===== src/assert_macros.svh =====
// Assertion helpers shared by the RTL of the framer.
`ifndef ASSERT_MACROS_SVH
`define ASSERT_MACROS_SVH

// Implication checked on every rising edge, muted while reset is high.
`define HHF_ASSERT(label, clk, rst, prop, msg) \
   label: assert property (@(posedge clk) disable iff (rst) (prop)) else $error(msg);

// Same, but the consequent is checked in the cycle after the antecedent.
`define HHF_ASSERT_NEXT(label, clk, rst, ante, cons, msg) \
   label: assert property (@(posedge clk) disable iff (rst) (ante) |=> (cons)) \
      else $error(msg);

`endif


===== src/hhf_pkg.sv =====
// ----------------------------------------------------------------------------
// hhf_pkg
// Types, codes and constants shared by the HTTP header framer modules.
// ----------------------------------------------------------------------------
`default_nettype none

package hhf_pkg;

   localparam int CountBits = 16;
   localparam logic [CountBits-1:0] CountMax = '1;
   localparam logic [30:0] LengthMax = 31'h7FFF_FFFF;
   localparam logic [3:0]  KeyLength = 4'd15;

   // item opcodes
   localparam logic [1:0] OpByte  = 2'd0;
   localparam logic [1:0] OpTick  = 2'd1;
   localparam logic [1:0] OpStart = 2'd2;

   // configuration register indexes
   localparam logic [1:0] RegBufferCapacity  = 2'd0;
   localparam logic [1:0] RegMaxBodyBytes    = 2'd1;
   localparam logic [1:0] RegFirstByteTimeout = 2'd2;
   localparam logic [1:0] RegReadTimeout     = 2'd3;

   // request phase
   localparam logic [2:0] PhIdle     = 3'd0;
   localparam logic [2:0] PhWait     = 3'd1;
   localparam logic [2:0] PhHeader   = 3'd2;
   localparam logic [2:0] PhBody     = 3'd3;
   localparam logic [2:0] PhComplete = 3'd4;
   localparam logic [2:0] PhTimeout  = 3'd5;
   localparam logic [2:0] PhBad      = 3'd6;
   localparam logic [2:0] PhLarge    = 3'd7;

   // content-length value parser phase
   localparam logic [2:0] VpSearch  = 3'd0;
   localparam logic [2:0] VpSkip    = 3'd1;
   localparam logic [2:0] VpDigits  = 3'd2;
   localparam logic [2:0] VpValid   = 3'd3;
   localparam logic [2:0] VpInvalid = 3'd4;

   typedef logic [CountBits-1:0] count_type;

   typedef struct packed {
      logic [1:0] opcode;
      logic [7:0] rx_byte;
   } req_item_type;

   typedef struct packed {
      logic [2:0]  status;
      logic [30:0] content_length;
      logic        length_invalid;
      logic [15:0] header_length;
      logic [15:0] body_count;
   } rsp_item_type;

   typedef struct packed {
      logic [3:0]  match_position;
      logic [2:0]  value_phase;
      logic [30:0] length_value;
   } match_state_type;

   // lower-case "content-length:"
   function automatic logic [7:0] key_char(input logic [3:0] pos);
      logic [7:0] c;
      unique case (pos)
         4'd0:    c = "c";
         4'd1:    c = "o";
         4'd2:    c = "n";
         4'd3:    c = "t";
         4'd4:    c = "e";
         4'd5:    c = "n";
         4'd6:    c = "t";
         4'd7:    c = "-";
         4'd8:    c = "l";
         4'd9:    c = "e";
         4'd10:   c = "n";
         4'd11:   c = "g";
         4'd12:   c = "t";
         4'd13:   c = "h";
         4'd14:   c = ":";
         default: c = 8'h00;
      endcase
      return c;
   endfunction

endpackage

`default_nettype wire


===== src/http_header_framer_unit.sv =====
// ----------------------------------------------------------------------------
// http_header_framer_unit
// Frames one HTTP request: finds the header end, parses content-length,
// counts body bytes and enforces buffer, size and timeout limits.
// ----------------------------------------------------------------------------
//  channel | dir | handshake           | payload
//  req     | in  | req_valid/req_stall | req_item  (opcode, rx_byte)
//  rsp     | out | rsp_valid/rsp_stall | rsp_item  (status, lengths, counts)
//  csr     | in  | csr_write_enable    | csr_index, csr_write_data
//
// One item per cycle while req_stall is low; each item yields one result.
// The request state is registered straight from the item and the matcher.
// An output register plus a skid register decouple the sides: req_stall is
// high only while the skid register holds a result.
// Reset (synchronous) returns to idle and loads the default limits.
// ----------------------------------------------------------------------------
`default_nettype none

`include "assert_macros.svh"

module http_header_framer_unit (
   input  logic                  clock,
   input  logic                  reset,
   input  logic                  req_valid,
   output logic                  req_stall,
   input  hhf_pkg::req_item_type req_item,
   output logic                  rsp_valid,
   input  logic                  rsp_stall,
   output hhf_pkg::rsp_item_type rsp_item,
   input  logic                  csr_write_enable,
   input  logic [1:0]            csr_index,
   input  logic [15:0]           csr_write_data
);
   import hhf_pkg::*;

   // configuration
   logic [15:0] capacity_ff, max_body_ff, first_timeout_ff, read_timeout_ff;

   // request state
   logic [2:0]      phase_ff, phase_in;
   match_state_type ms_ff, ms_in, ms_fed;
   logic [23:0]     last_ff, last_in;
   count_type       hc_ff, hc_in, bc_ff, bc_in;
   logic [15:0]     tc_ff, tc_in;

   // result path
   logic         rsp_valid_ff, rsp_valid_in, skid_valid_ff, skid_valid_in;
   rsp_item_type out_ff, out_in, skid_ff, skid_in, rsp_new;

   logic         accept, pop, term;
   count_type    cap_now, hc_inc, bc_inc;
   logic [CountBits:0] buf_used;

   assign accept = req_valid && !skid_valid_ff;
   assign pop    = rsp_valid_ff && !rsp_stall;

   assign cap_now  = (32'(capacity_ff) < 32'(CountMax)) ? CountBits'(capacity_ff) : CountMax;
   assign hc_inc   = hc_ff + 1'b1;
   assign bc_inc   = bc_ff + 1'b1;
   assign buf_used = {1'b0, hc_ff} + {1'b0, bc_ff};
   assign term     = (last_ff == 24'h0D0A0D) && (req_item.rx_byte == 8'h0A);

   hhf_matcher u_matcher (
      .cur_state  (ms_ff),
      .rx_byte    (req_item.rx_byte),
      .next_state (ms_fed)
   );

   always_comb begin
      phase_in = phase_ff;
      ms_in    = ms_ff;
      last_in  = last_ff;
      hc_in    = hc_ff;
      bc_in    = bc_ff;
      tc_in    = tc_ff;
      if (accept) begin
         unique case (req_item.opcode)
            OpStart: begin
               phase_in = PhWait;
               ms_in    = '{match_position: 4'd0, value_phase: VpSearch, length_value: '0};
               last_in  = '0;
               hc_in    = '0;
               bc_in    = '0;
               tc_in    = '0;
            end
            OpByte: begin
               if (phase_ff == PhWait || phase_ff == PhHeader) begin
                  if (phase_ff == PhWait) begin
                     tc_in = '0;
                  end
                  phase_in = PhHeader;
                  ms_in    = ms_fed;
                  hc_in    = hc_inc;
                  last_in  = {last_ff[15:0], req_item.rx_byte};
                  if (term) begin
                     if (ms_fed.value_phase == VpDigits) begin
                        ms_in.value_phase = VpValid;
                     end else if (ms_fed.value_phase == VpSkip) begin
                        ms_in.value_phase = VpInvalid;
                     end
                     if (ms_in.value_phase != VpValid || ms_fed.length_value == '0) begin
                        phase_in = PhComplete;
                     end else if (ms_fed.length_value > 31'(max_body_ff)) begin
                        phase_in = PhLarge;
                     end else begin
                        phase_in = PhBody;
                        tc_in    = '0;
                        bc_in    = '0;
                     end
                  end else if (hc_inc >= cap_now) begin
                     phase_in = PhBad;
                  end
               end else if (phase_ff == PhBody) begin
                  if (buf_used >= {1'b0, cap_now}) begin
                     phase_in = PhBad;
                  end else begin
                     bc_in = bc_inc;
                     if (31'(bc_inc) >= ms_ff.length_value) begin
                        phase_in = PhComplete;
                     end
                  end
               end
            end
            OpTick: begin
               if (phase_ff == PhWait) begin
                  if (tc_ff >= first_timeout_ff) begin
                     phase_in = PhTimeout;
                  end else begin
                     tc_in = tc_ff + 16'd1;
                  end
               end else if (phase_ff == PhHeader || phase_ff == PhBody) begin
                  if ({1'b0, tc_ff} + 17'd1 >= {1'b0, read_timeout_ff}) begin
                     phase_in = PhBad;
                  end else begin
                     tc_in = tc_ff + 16'd1;
                  end
               end
            end
            default: ;
         endcase
      end
   end

   // result seen after this item
   always_comb begin
      rsp_new.status         = (phase_in >= PhComplete) ? phase_in - 3'd3 : 3'd0;
      rsp_new.content_length = (ms_in.value_phase == VpValid) ? ms_in.length_value : '0;
      rsp_new.length_invalid = (ms_in.value_phase == VpInvalid);
      rsp_new.header_length  = 16'(hc_in);
      rsp_new.body_count     = 16'(bc_in);
   end

   // output register with skid stage
   always_comb begin
      rsp_valid_in  = rsp_valid_ff;
      skid_valid_in = skid_valid_ff;
      out_in        = out_ff;
      skid_in       = skid_ff;
      if (skid_valid_ff) begin
         if (pop) begin
            out_in        = skid_ff;
            skid_valid_in = 1'b0;
         end
      end else if (accept) begin
         if (!rsp_valid_ff || pop) begin
            out_in       = rsp_new;
            rsp_valid_in = 1'b1;
         end else begin
            skid_in       = rsp_new;
            skid_valid_in = 1'b1;
         end
      end else if (pop) begin
         rsp_valid_in = 1'b0;
      end
   end

   always_ff @(posedge clock) begin
      if (reset) begin
         capacity_ff      <= 16'd2048;
         max_body_ff      <= 16'd1024;
         first_timeout_ff <= 16'd5000;
         read_timeout_ff  <= 16'd5000;
      end else if (csr_write_enable) begin
         unique case (csr_index)
            RegBufferCapacity:   capacity_ff      <= csr_write_data;
            RegMaxBodyBytes:     max_body_ff      <= csr_write_data;
            RegFirstByteTimeout: first_timeout_ff <= csr_write_data;
            RegReadTimeout:      read_timeout_ff  <= csr_write_data;
            default: ;
         endcase
      end
   end

   always_ff @(posedge clock) begin
      if (reset) begin
         phase_ff      <= PhIdle;
         ms_ff         <= '{match_position: 4'd0, value_phase: VpSearch, length_value: '0};
         last_ff       <= '0;
         hc_ff         <= '0;
         bc_ff         <= '0;
         tc_ff         <= '0;
         rsp_valid_ff  <= 1'b0;
         skid_valid_ff <= 1'b0;
      end else begin
         phase_ff      <= phase_in;
         ms_ff         <= ms_in;
         last_ff       <= last_in;
         hc_ff         <= hc_in;
         bc_ff         <= bc_in;
         tc_ff         <= tc_in;
         rsp_valid_ff  <= rsp_valid_in;
         skid_valid_ff <= skid_valid_in;
      end
   end

   always_ff @(posedge clock) begin
      out_ff  <= out_in;
      skid_ff <= skid_in;
   end

   assign req_stall = skid_valid_ff;
   assign rsp_valid = rsp_valid_ff;
   assign rsp_item  = out_ff;

   `HHF_ASSERT(a_skid_behind_out, clock, reset, skid_valid_ff |-> rsp_valid_ff, "skid holds an item while output is empty")
   `HHF_ASSERT(a_body_has_length, clock, reset, (phase_ff == PhBody) |-> (ms_ff.value_phase == VpValid), "body phase without a valid length")
   `HHF_ASSERT(a_body_below_length, clock, reset, (phase_ff == PhBody) |-> (31'(bc_ff) < ms_ff.length_value), "body count reached length but not complete")
   `HHF_ASSERT_NEXT(a_blocked_to_skid, clock, reset, accept && rsp_valid_ff && rsp_stall, skid_valid_ff, "item taken while output blocked was lost")

endmodule

`default_nettype wire


===== src/hhf_matcher.sv =====
// ----------------------------------------------------------------------------
// hhf_matcher
// Per-byte content-length key matcher and decimal value parser.
// ----------------------------------------------------------------------------
`default_nettype none

module hhf_matcher (
   input  hhf_pkg::match_state_type cur_state,
   input  logic [7:0]               rx_byte,
   output hhf_pkg::match_state_type next_state
);
   import hhf_pkg::*;

   logic [7:0]  lower;
   logic        is_digit;
   logic [3:0]  digit;
   logic [34:0] times_ten;
   logic        key_hit;

   assign lower     = (rx_byte >= "A" && rx_byte <= "Z") ? rx_byte + 8'd32 : rx_byte;
   assign is_digit  = (rx_byte >= "0") && (rx_byte <= "9");
   assign digit     = rx_byte[3:0];
   // value * 10 + digit, wide enough to see a step past the 31-bit limit
   assign times_ten = 35'({cur_state.length_value, 3'b000})
                    + 35'({cur_state.length_value, 1'b0}) + 35'(digit);
   assign key_hit   = (cur_state.match_position < KeyLength)
                    && (lower == key_char(cur_state.match_position));

   always_comb begin
      next_state = cur_state;
      unique case (cur_state.value_phase)
         VpSearch: begin
            if (key_hit) begin
               if (cur_state.match_position == KeyLength - 4'd1) begin
                  next_state.value_phase    = VpSkip;
                  next_state.match_position = 4'd0;
               end else begin
                  next_state.match_position = cur_state.match_position + 4'd1;
               end
            end else begin
               next_state.match_position = (lower == key_char(4'd0)) ? 4'd1 : 4'd0;
            end
         end
         VpSkip: begin
            if (rx_byte == " " || rx_byte == 8'h09) begin
               next_state = cur_state;
            end else if (is_digit) begin
               next_state.length_value = 31'(digit);
               next_state.value_phase  = VpDigits;
            end else begin
               next_state.value_phase = VpInvalid;
            end
         end
         VpDigits: begin
            if (!is_digit) begin
               next_state.value_phase = VpValid;
            end else if (times_ten > 35'(LengthMax)) begin
               next_state.value_phase  = VpInvalid;
               next_state.length_value = '0;
            end else begin
               next_state.length_value = times_ten[30:0];
            end
         end
         default: next_state = cur_state;
      endcase
   end

endmodule

`default_nettype wire

===== config.mk =====
export PLATFORM = sky130hd
export DESIGN_NAME = http_header_framer_unit
export DESIGN_NICKNAME = d
export VERILOG_FILES = /design/src/hhf_pkg.sv /design/src/http_header_framer_unit.sv /design/src/hhf_matcher.sv
export VERILOG_INCLUDE_DIRS = /design/src /design/src/src
export SDC_FILE = /design/constraint.sdc
export NUM_CORES = 1
export LEC_CHECK = 0
export BUFFER_PORTS_ARGS = -buffer_cell sky130_fd_sc_hd__buf_2
export CAP_MARGIN = 15
export CORE_AREA = 8 8 151 260
export DETAILED_ROUTE_END_ITERATION = 12
export DIE_AREA = 0 0 159 268
export PLACE_DENSITY = 0.88
export SYNTH_ARGS = -nofsm -noshare
export SYNTH_HDL_FRONTEND = slang
export SYNTH_SLANG_ARGS = --single-unit

===== constraint.sdc =====
create_clock -name clock -period 6.95 [get_ports clock]
set_input_delay 1.0425 -clock clock [delete_from_list [all_inputs] [get_ports clock]]
set_output_delay 1.0425 -clock clock [all_outputs]
set_load 0.05 [all_outputs]

==> results.json, run 1 <==
{
  "clock_skew_ns": 0.0274,
  "arrival_ns": 6.80,
  "post_cts_buffers": 0,
  "cp-end-kind": "flip-flop",
  "wirelength_um": 60700,
  "p_total_mw": 4.17,
  "fmax_ghz": 0.155,
  "final_cell_mix": "285 x nand2_1, 189 x nor2_1, 185 x ha_1, 185 x dfxtp_1, 150 x a21oi_1",
  "startpoint": "req_item[3]",
  "ir_drop_uv": 177,
  "layout-drive-gt1-share": 0.105,
  "fin_crit_sh": 0.926,
  "ys_types": 80,
  "synthCells": 2236,
  "drtPass1Iterations": 6,
  "p_switching_mw": 1.08,
  "min-delay-start": "first_timeout_ff[6]",
  "worstReg2RegStart": "ms_ff[12]",
  "combPwrFrac": 0.092,
  "utilization": 0.610,
  "grt_overflow": 0,
  "synthArstFlopShare": 0,
  "clk_path_buf_depth": 3,
  "gr-usage-all-layers": 0.277,
  "syn_area_um2": 19700,
  "worstSetupPathType": "input port to flip-flop",
  "powerDensity_nw_per_um2": 192,
  "ys_seq_elements": 320,
  "nFillCells": 2950,
  "rsz0062_at_grt": "false",
  "drtIter0Drc": 1549,
  "p_leak_nw": 8.93,
  "grt_max_degree": 112,
  "routabilityCongestion": 1.03,
  "ios": 102,
  "dp_cells": 2727,
  "synth_edf_count": 134,
  "cts_tree": "built",
  "cts_max_level": 1,
  "coreArea_um2": 35700,
  "insertion_delay_ns": 0.60,
  "hold_viol_final": 0,
  "clockPowerShare": 0.420,
  "die_area_um2": 42600,
  "dp_hpwl_um": 44800,
  "slew-limit-headroom": 0.299,
  "tns_ns": 0,
  "fp.dieH_um": 268,
  "seqPwrFrac": 0.488,
  "nets": 2511,
  "crit_fanout": 12,
  "viasPerCell": 6.34,
  "ant_nets": 0,
  "yosysSeqAreaShare": 0.392,
  "crit_required_ns": 7.31,
  "grt_pass1_wl_um": 94600,
  "outcome": "completed",
  "clock_sinks": 320,
  "critical-path-max-stage-delay_ns": 0.61,
  "vias": 17600,
  "ys_warn_count": 0,
  "worst_pin_slew_ns": 1.05,
  "post-route-min-period_ns": 6.44,
  "finalMaxSlewViolations": 0,
  "switching_share": 0.259,
  "cts_hold_buf": 0,
  "routedWlPerCell_um": 21.8,
  "die_x_um": 159,
  "cts-resized-gates": 0,
  "grt_pass1_vias": 17700,
  "p_int_mw": 3.09,
  "synth.avg_cell_area_um2": 8.83,
  "worstHoldPathType": "flip-flop to flip-flop",
  "numCtsBuffers": 30,
  "synth_fp_nets": 2457,
  "setup-violations-final": 0,
  "synthToLayoutAreaGrowth_pct": 10.2,
  "start_util": 0.553,
  "critPathSlowestCell": "fa_1",
  "crit_top_cell": "o21ai_0",
  "final_common_cell": "nand2_1",
  "critPathBufInv": 5,
  "place.port_buffers": 101,
  "clk_transition_reported_paths_ns": 0.07,
  "ys_dominant_reg_cell": "dfxtp_1",
  "drc": 0,
  "maxCapViolCount": 0,
  "root_buffer": "clkbuf_16",
  "final_cells": 2785,
  "worst_setup_path_start_kind": "input port",
  "antenna_found_initial": 2,
  "cp_top_family": "compound AO/OA/AOI/OAI gates",
  "num_rows": 92
}
## area by class of cell
| type | instances | area (µm²) | area share |
|---|---|---|---|
| multi-input cells | 1666 | 11100 | 0.509 |
| well taps | 470 | 588 | 0.0270 |
| diodes | 1 | 2.50 | 0.000115 |
| flip-flops and latches | 320 | 7750 | 0.356 |
| repair buffers | 135 | 779 | 0.0358 |
| clock inverters | 19 | 240 | 0.0110 |
| inverters | 137 | 514 | 0.0236 |
| clock buffers | 37 | 807 | 0.0371 |
## flip-flops by register name (all words and copies together), names as in the netlist, named ones only
signal / count
max_body_ff: 16
read_timeout_ff: 16
first_timeout_ff: 16
rsp_item: 67
req_stall: 1
tc_ff: 16
capacity_ff: 16
hc_ff: 16
skid_ff: 67
rsp_valid: 1
ms_ff: 38
bc_ff: 16
last_ff: 24
phase_ff: 3
## power groups by stage
stage | Combinational (mW) | Sequential [mW] | Clock [mW]
after floorplan | 0.156 | 2.19 | 0
after global placement | 0.369 | 2.08 | 0
after detailed placement | 0.378 | 2.08 | 0
after CTS | 0.380 | 2.04 | 1.77
after global routing | 0.407 | 2.04 | 1.85
final | 0.382 | 2.04 | 1.75
## synth_stat cells, types with 8 or more instances
master	count	share of area
nand2_1	286	0.054
nor2_1	189	0.036
dfxtp_1	186	0.19
ha_1	185	0.12
a21oi_1	151	0.038
inv_1	136	0.026
edfxtp_1	134	0.20
clkbuf_1	101	0.019
o21ai_0	100	0.025
a22oi_1	57	0.022
o31ai_1	45	0.017
xnor2_1	45	0.020
nand3_1	44	0.011
nor2b_1	44	0.014
xor2_1	37	0.016
nor3_1	35	0.0089
and3_1	31	0.0098
a21o_1	26	0.0099
nand2b_1	26	0.0082
nand4_1	26	0.0082
a31oi_1	22	0.0070
o21a_1	21	0.0080
mux2_2	19	0.011
a211oi_1	18	0.0068
o211ai_1	16	0.0061
o22ai_1	16	0.0051
a311oi_1	15	0.0067
a211o_1	13	0.0058
or3_1	13	0.0041
nor4_1	11	0.0035
and2_1	10	0.0032
nand3b_1	10	0.0038
o31ai_2	10	0.0063
or2_2	10	0.0032
o31a_1	9	0.0040
and4_1	8	0.0035
nor3b_1	8	0.0030
## worst register-to-register path: cells and delay by family, from the launching register on
kind            cells  cell delay, ns
compound gates     10            2.26
fa+ha+maj           4            1.20
buf+inv             1            0.05
flops               1            0.43
mux                 1            0.25
simple gates        6            2.02
## final timing paths
path                               to  slack, ns  depth (start not counted)
setup / recovery         rsp_item[66]       0.51                         28
hold / removal    first_timeout_ff[6]       0.45                          2
setup reg to reg         rsp_item[66]       0.51                         22
hold reg to reg   first_timeout_ff[6]       0.45                          2
## through the flow
step / worst slack [ns] / instance area (µm²) / hold slack (ns)
2_1_floorplan: 0.00741 / 19700 / 0.435
3_5_place_dp: -0.0354 / 20700 / 0.447
5_1_grt: 0.0872 / 21800 / 0.474
4_1_cts: 0.552 / 21700 / 0.456
3_3_place_gp: 0.147 / 20700 / 0.443
6_report: 0.514 / 21800 / 0.454
## kinds of logic after synthesis
| kind of cell | Yosys count | synth area share |
|---|---|---|
| AO/OA/AOI/OAI | 603 | 0.206 |
| XOR/XNOR | 82 | 0.0364 |
| adder cells (fa/ha/maj) | 188 | 0.120 |
| buffers and inverters | 250 | 0.0486 |
| flip-flops | 320 | 0.392 |
| multiplexers | 21 | 0.0118 |
| AND/OR/NAND/NOR | 772 | 0.184 |
## routing by layer
layer | GRT usage | wire [µm] | vias to the layer above | share of wire
met2 | 0.510 | 31300 | 844 | 0.52
met1 | 0.276 | 20800 | 8287 | 0.34
met5 | 0 | 21 | - | 0.00035
met4 | 0.209 | 4680 | 4 | 0.077
met3 | 0.0468 | 3920 | 277 | 0.065
li1 | - | - | 8233 | -
Note: power is estimated with default switching activity, not from simulation.
==> inputs of run 2 (changes only) <==
==> constraint.sdc (replaced) <==
create_clock -name clock -period 5.9 [get_ports clock]
set_input_delay 0.885 -clock clock [delete_from_list [all_inputs] [get_ports clock]]
set_output_delay 0.885 -clock clock [all_outputs]
set_load 0.05 [all_outputs]
==> results.json, run 2 (synthesis gave the netlist of run 1 again) <==
{
  "dp_hpwl_um": 47200,
  "maxCapViolCount": 0,
  "crit_required_ns": 6.29,
  "crit_chain": "ha_1 -> ha_1 -> a211o_1 -> a221o_1 -> and2_1 -> or4_4 -> nand4_1 -> o2111ai_2 -> or3_1 -> buf_4 -> o32ai_4 -> ha_1 -> and3_1 -> nand3_1 -> nor4_2 -> a21oi_1 -> o21ai_2 -> nand3_1 -> nor3b_2 -> o31a_2 -> buf_12 -> o311ai_2",
  "seq_area_um2": 7760,
  "path_depth": 22,
  "ios": 102,
  "gr-usage-all-layers": 0.282,
  "clk_path_buf_depth": 3,
  "cp-end-kind": "flip-flop",
  "critPathBufInv": 2,
  "numCtsBuffers": 29,
  "clock_skew_ns": 0.0183,
  "setup-violations-final": 0,
  "cts_max_level": 1,
  "critPathSlowestCell": "or4_4",
  "insertion_delay_ns": 0.58,
  "clk_transition_reported_paths_ns": 0.07,
  "worstReg2RegStart": "ms_ff[10]",
  "tns_ns": 0,
  "min_path_cells": 2,
  "antenna_cells": 0,
  "multi_input_area_um2": 11300,
  "layout-drive-gt1-share": 0.147,
  "min-delay-start": "max_body_ff[11]",
  "grt_max_degree": 98,
  "worstSetupPathType": "flip-flop to flip-flop",
  "dp_slack_ns": -0.452,
  "post-route-min-period_ns": 5.75,
  "synthToLayoutAreaGrowth_pct": 13.6,
  "nFillCells": 2948,
  "nets": 2586,
  "root_buffer": "clkbuf_16",
  "r2r_slack_ns": 0.15,
  "routabilityCongestion": 1.03,
  "num_rows": 92,
  "drtIter0Drc": 1522,
  "arrival_ns": 6.13,
  "grt_pass1_vias": 17900,
  "holdWs_ns": 0.457,
  "worst_setup_path_start_kind": "flip-flop",
  "final_cells": 2857,
  "worstHoldPathType": "flip-flop to flip-flop",
  "cts_hold_buf": 0,
  "switching_share": 0.260,
  "die_x_um": 159,
  "final_common_cell": "nand2_1",
  "clock_sinks": 320,
  "finalMaxSlewViolations": 0,
  "cts_tree": "built",
  "fp.dieH_um": 268,
  "drtPass1Iterations": 7,
  "p_switching_mw": 1.23,
  "antenna_found_initial": 2,
  "crit_top_cell": "ha_1",
  "timing.rr.end": "rsp_item[8]",
  "ir_drop_uv": 362,
  "min_to": "max_body_ff[11]",
  "grt_pass1_wl_um": 96500,
  "seqPwrFrac": 0.506,
  "fmax_ghz": 0.174,
  "dp_cells": 2803,
  "cp_top_family": "compound AO/OA/AOI/OAI gates",
  "fin_crit_sh": 0.974,
  "rr_worst_depth": 22,
  "crit_fanout": 22,
  "final_cell_mix": "285 x nand2_1, 189 x nor2_1, 183 x ha_1, 180 x dfxtp_1, 146 x a21oi_1",
  "drc": 0,
  "die_area_um2": 42600,
  "start_util": 0.553,
  "p_int_mw": 3.52,
  "ant_nets": 0,
  "critical-path-max-stage-delay_ns": 0.55,
  "coreArea_um2": 35700,
  "p_leak_nw": 9.33,
  "worst_pin_slew_ns": 1.28,
  "vias": 18200,
  "grt_overflow": 0,
  "powerDensity_nw_per_um2": 212,
  "clockPowerShare": 0.396,
  "slew-limit-headroom": 0.144,
  "wirelength_um": 62500,
  "viasPerCell": 6.37,
  "outcome": "completed",
  "setup_ws_ns": 0.153,
  "hold_viol_final": 0,
  "routedWlPerCell_um": 21.9,
  "place.port_buffers": 101,
  "combPwrFrac": 0.098
}
[run 2: cell count changes in the layout (fill, tap and decap cells not counted), sizes merged, moves of 2 or more]
cell	change
clkbuf	+2
clkinv	-3
bufinv	-2
buf	+76
[run 2: final cells by class]
cell class                      instances  area share
Timing Repair Buffer                  211      0.0613
Inverter                              137      0.0232
Tap cell                              470      0.0262
Clock inverter                         14     0.00647
Multi-Input combinational cell       1666       0.502
Sequential cell                       320       0.346
Clock buffer                           39      0.0349
[run 2: what timing repair did]
action,4_1_cts,5_1_grt
resized for setup,0,31
endpoints found under the setup margin,0,69
buffers inserted,0,1
endpoints found under the hold margin,0,0
[run 2: per-stage QoR]
step           utilization  cell area (µm²)  power, mW
2_1_floorplan            -            19900       2.77
3_3_place_gp         0.599            21400       2.89
3_5_place_dp         0.600            21400       2.91
4_1_cts              0.626            22300       4.75
5_1_grt              0.628            22400       4.89
6_report             0.628            22400       4.75
[run 2: power by group through the flow]
stage / sequential (mW) / clock (mW) / combinational [mW]
after floorplan: 2.58 / 0 / 0.186
after global placement: 2.45 / 0 / 0.446
after detailed placement: 2.45 / 0 / 0.457
after CTS: 2.40 / 1.89 / 0.460
after global routing: 2.41 / 1.99 / 0.494
final: 2.40 / 1.88 / 0.465
[run 2: worst max-delay path by stage]
stage | startpoint | end | slack, ns
6_report | ms_ff[10] | rsp_item[8] | 0.15
5_1_grt | ms_ff[2] | rsp_item[14] | -0.09
4_1_cts | bc_ff[1] | rsp_item[66] | 0.07
3_5_place_dp | req_item[3] | rsp_item[66] | -0.45
3_3_place_gp | req_item[3] | rsp_item[66] | -0.38
2_1_floorplan | req_item[3] | rsp_item[66] | -0.06
[run 2: worst register-to-register path, stage by stage, from the launching register on]
cell and delay, ns:
dfxtp_1 0.34, ha_1 0.32, ha_1 0.32, a211o_1 0.33, a221o_1 0.38, and2_1 0.20
or4_4 0.55, nand4_1 0.14, o2111ai_2 0.16, or3_1 0.42, buf_4 0.19, o32ai_4 0.28
ha_1 0.29, and3_1 0.17, nand3_1 0.11, nor4_2 0.06, a21oi_1 0.15, o21ai_2 0.10
nand3_1 0.10, nor3b_2 0.06, o31a_2 0.44, buf_12 0.19, o311ai_2 0.26
[run 2: per-layer routing]
| metal | vias up | GRT usage | wire, µm |
|---|---|---|---|
| li1 | 8389 | - | - |
| met1 | 8654 | 0.281 | 21300 |
| met2 | 868 | 0.521 | 31800 |
| met3 | 296 | 0.0435 | 4010 |
| met4 | 4 | 0.222 | 5360 |
| met5 | - | 0 | 29 |
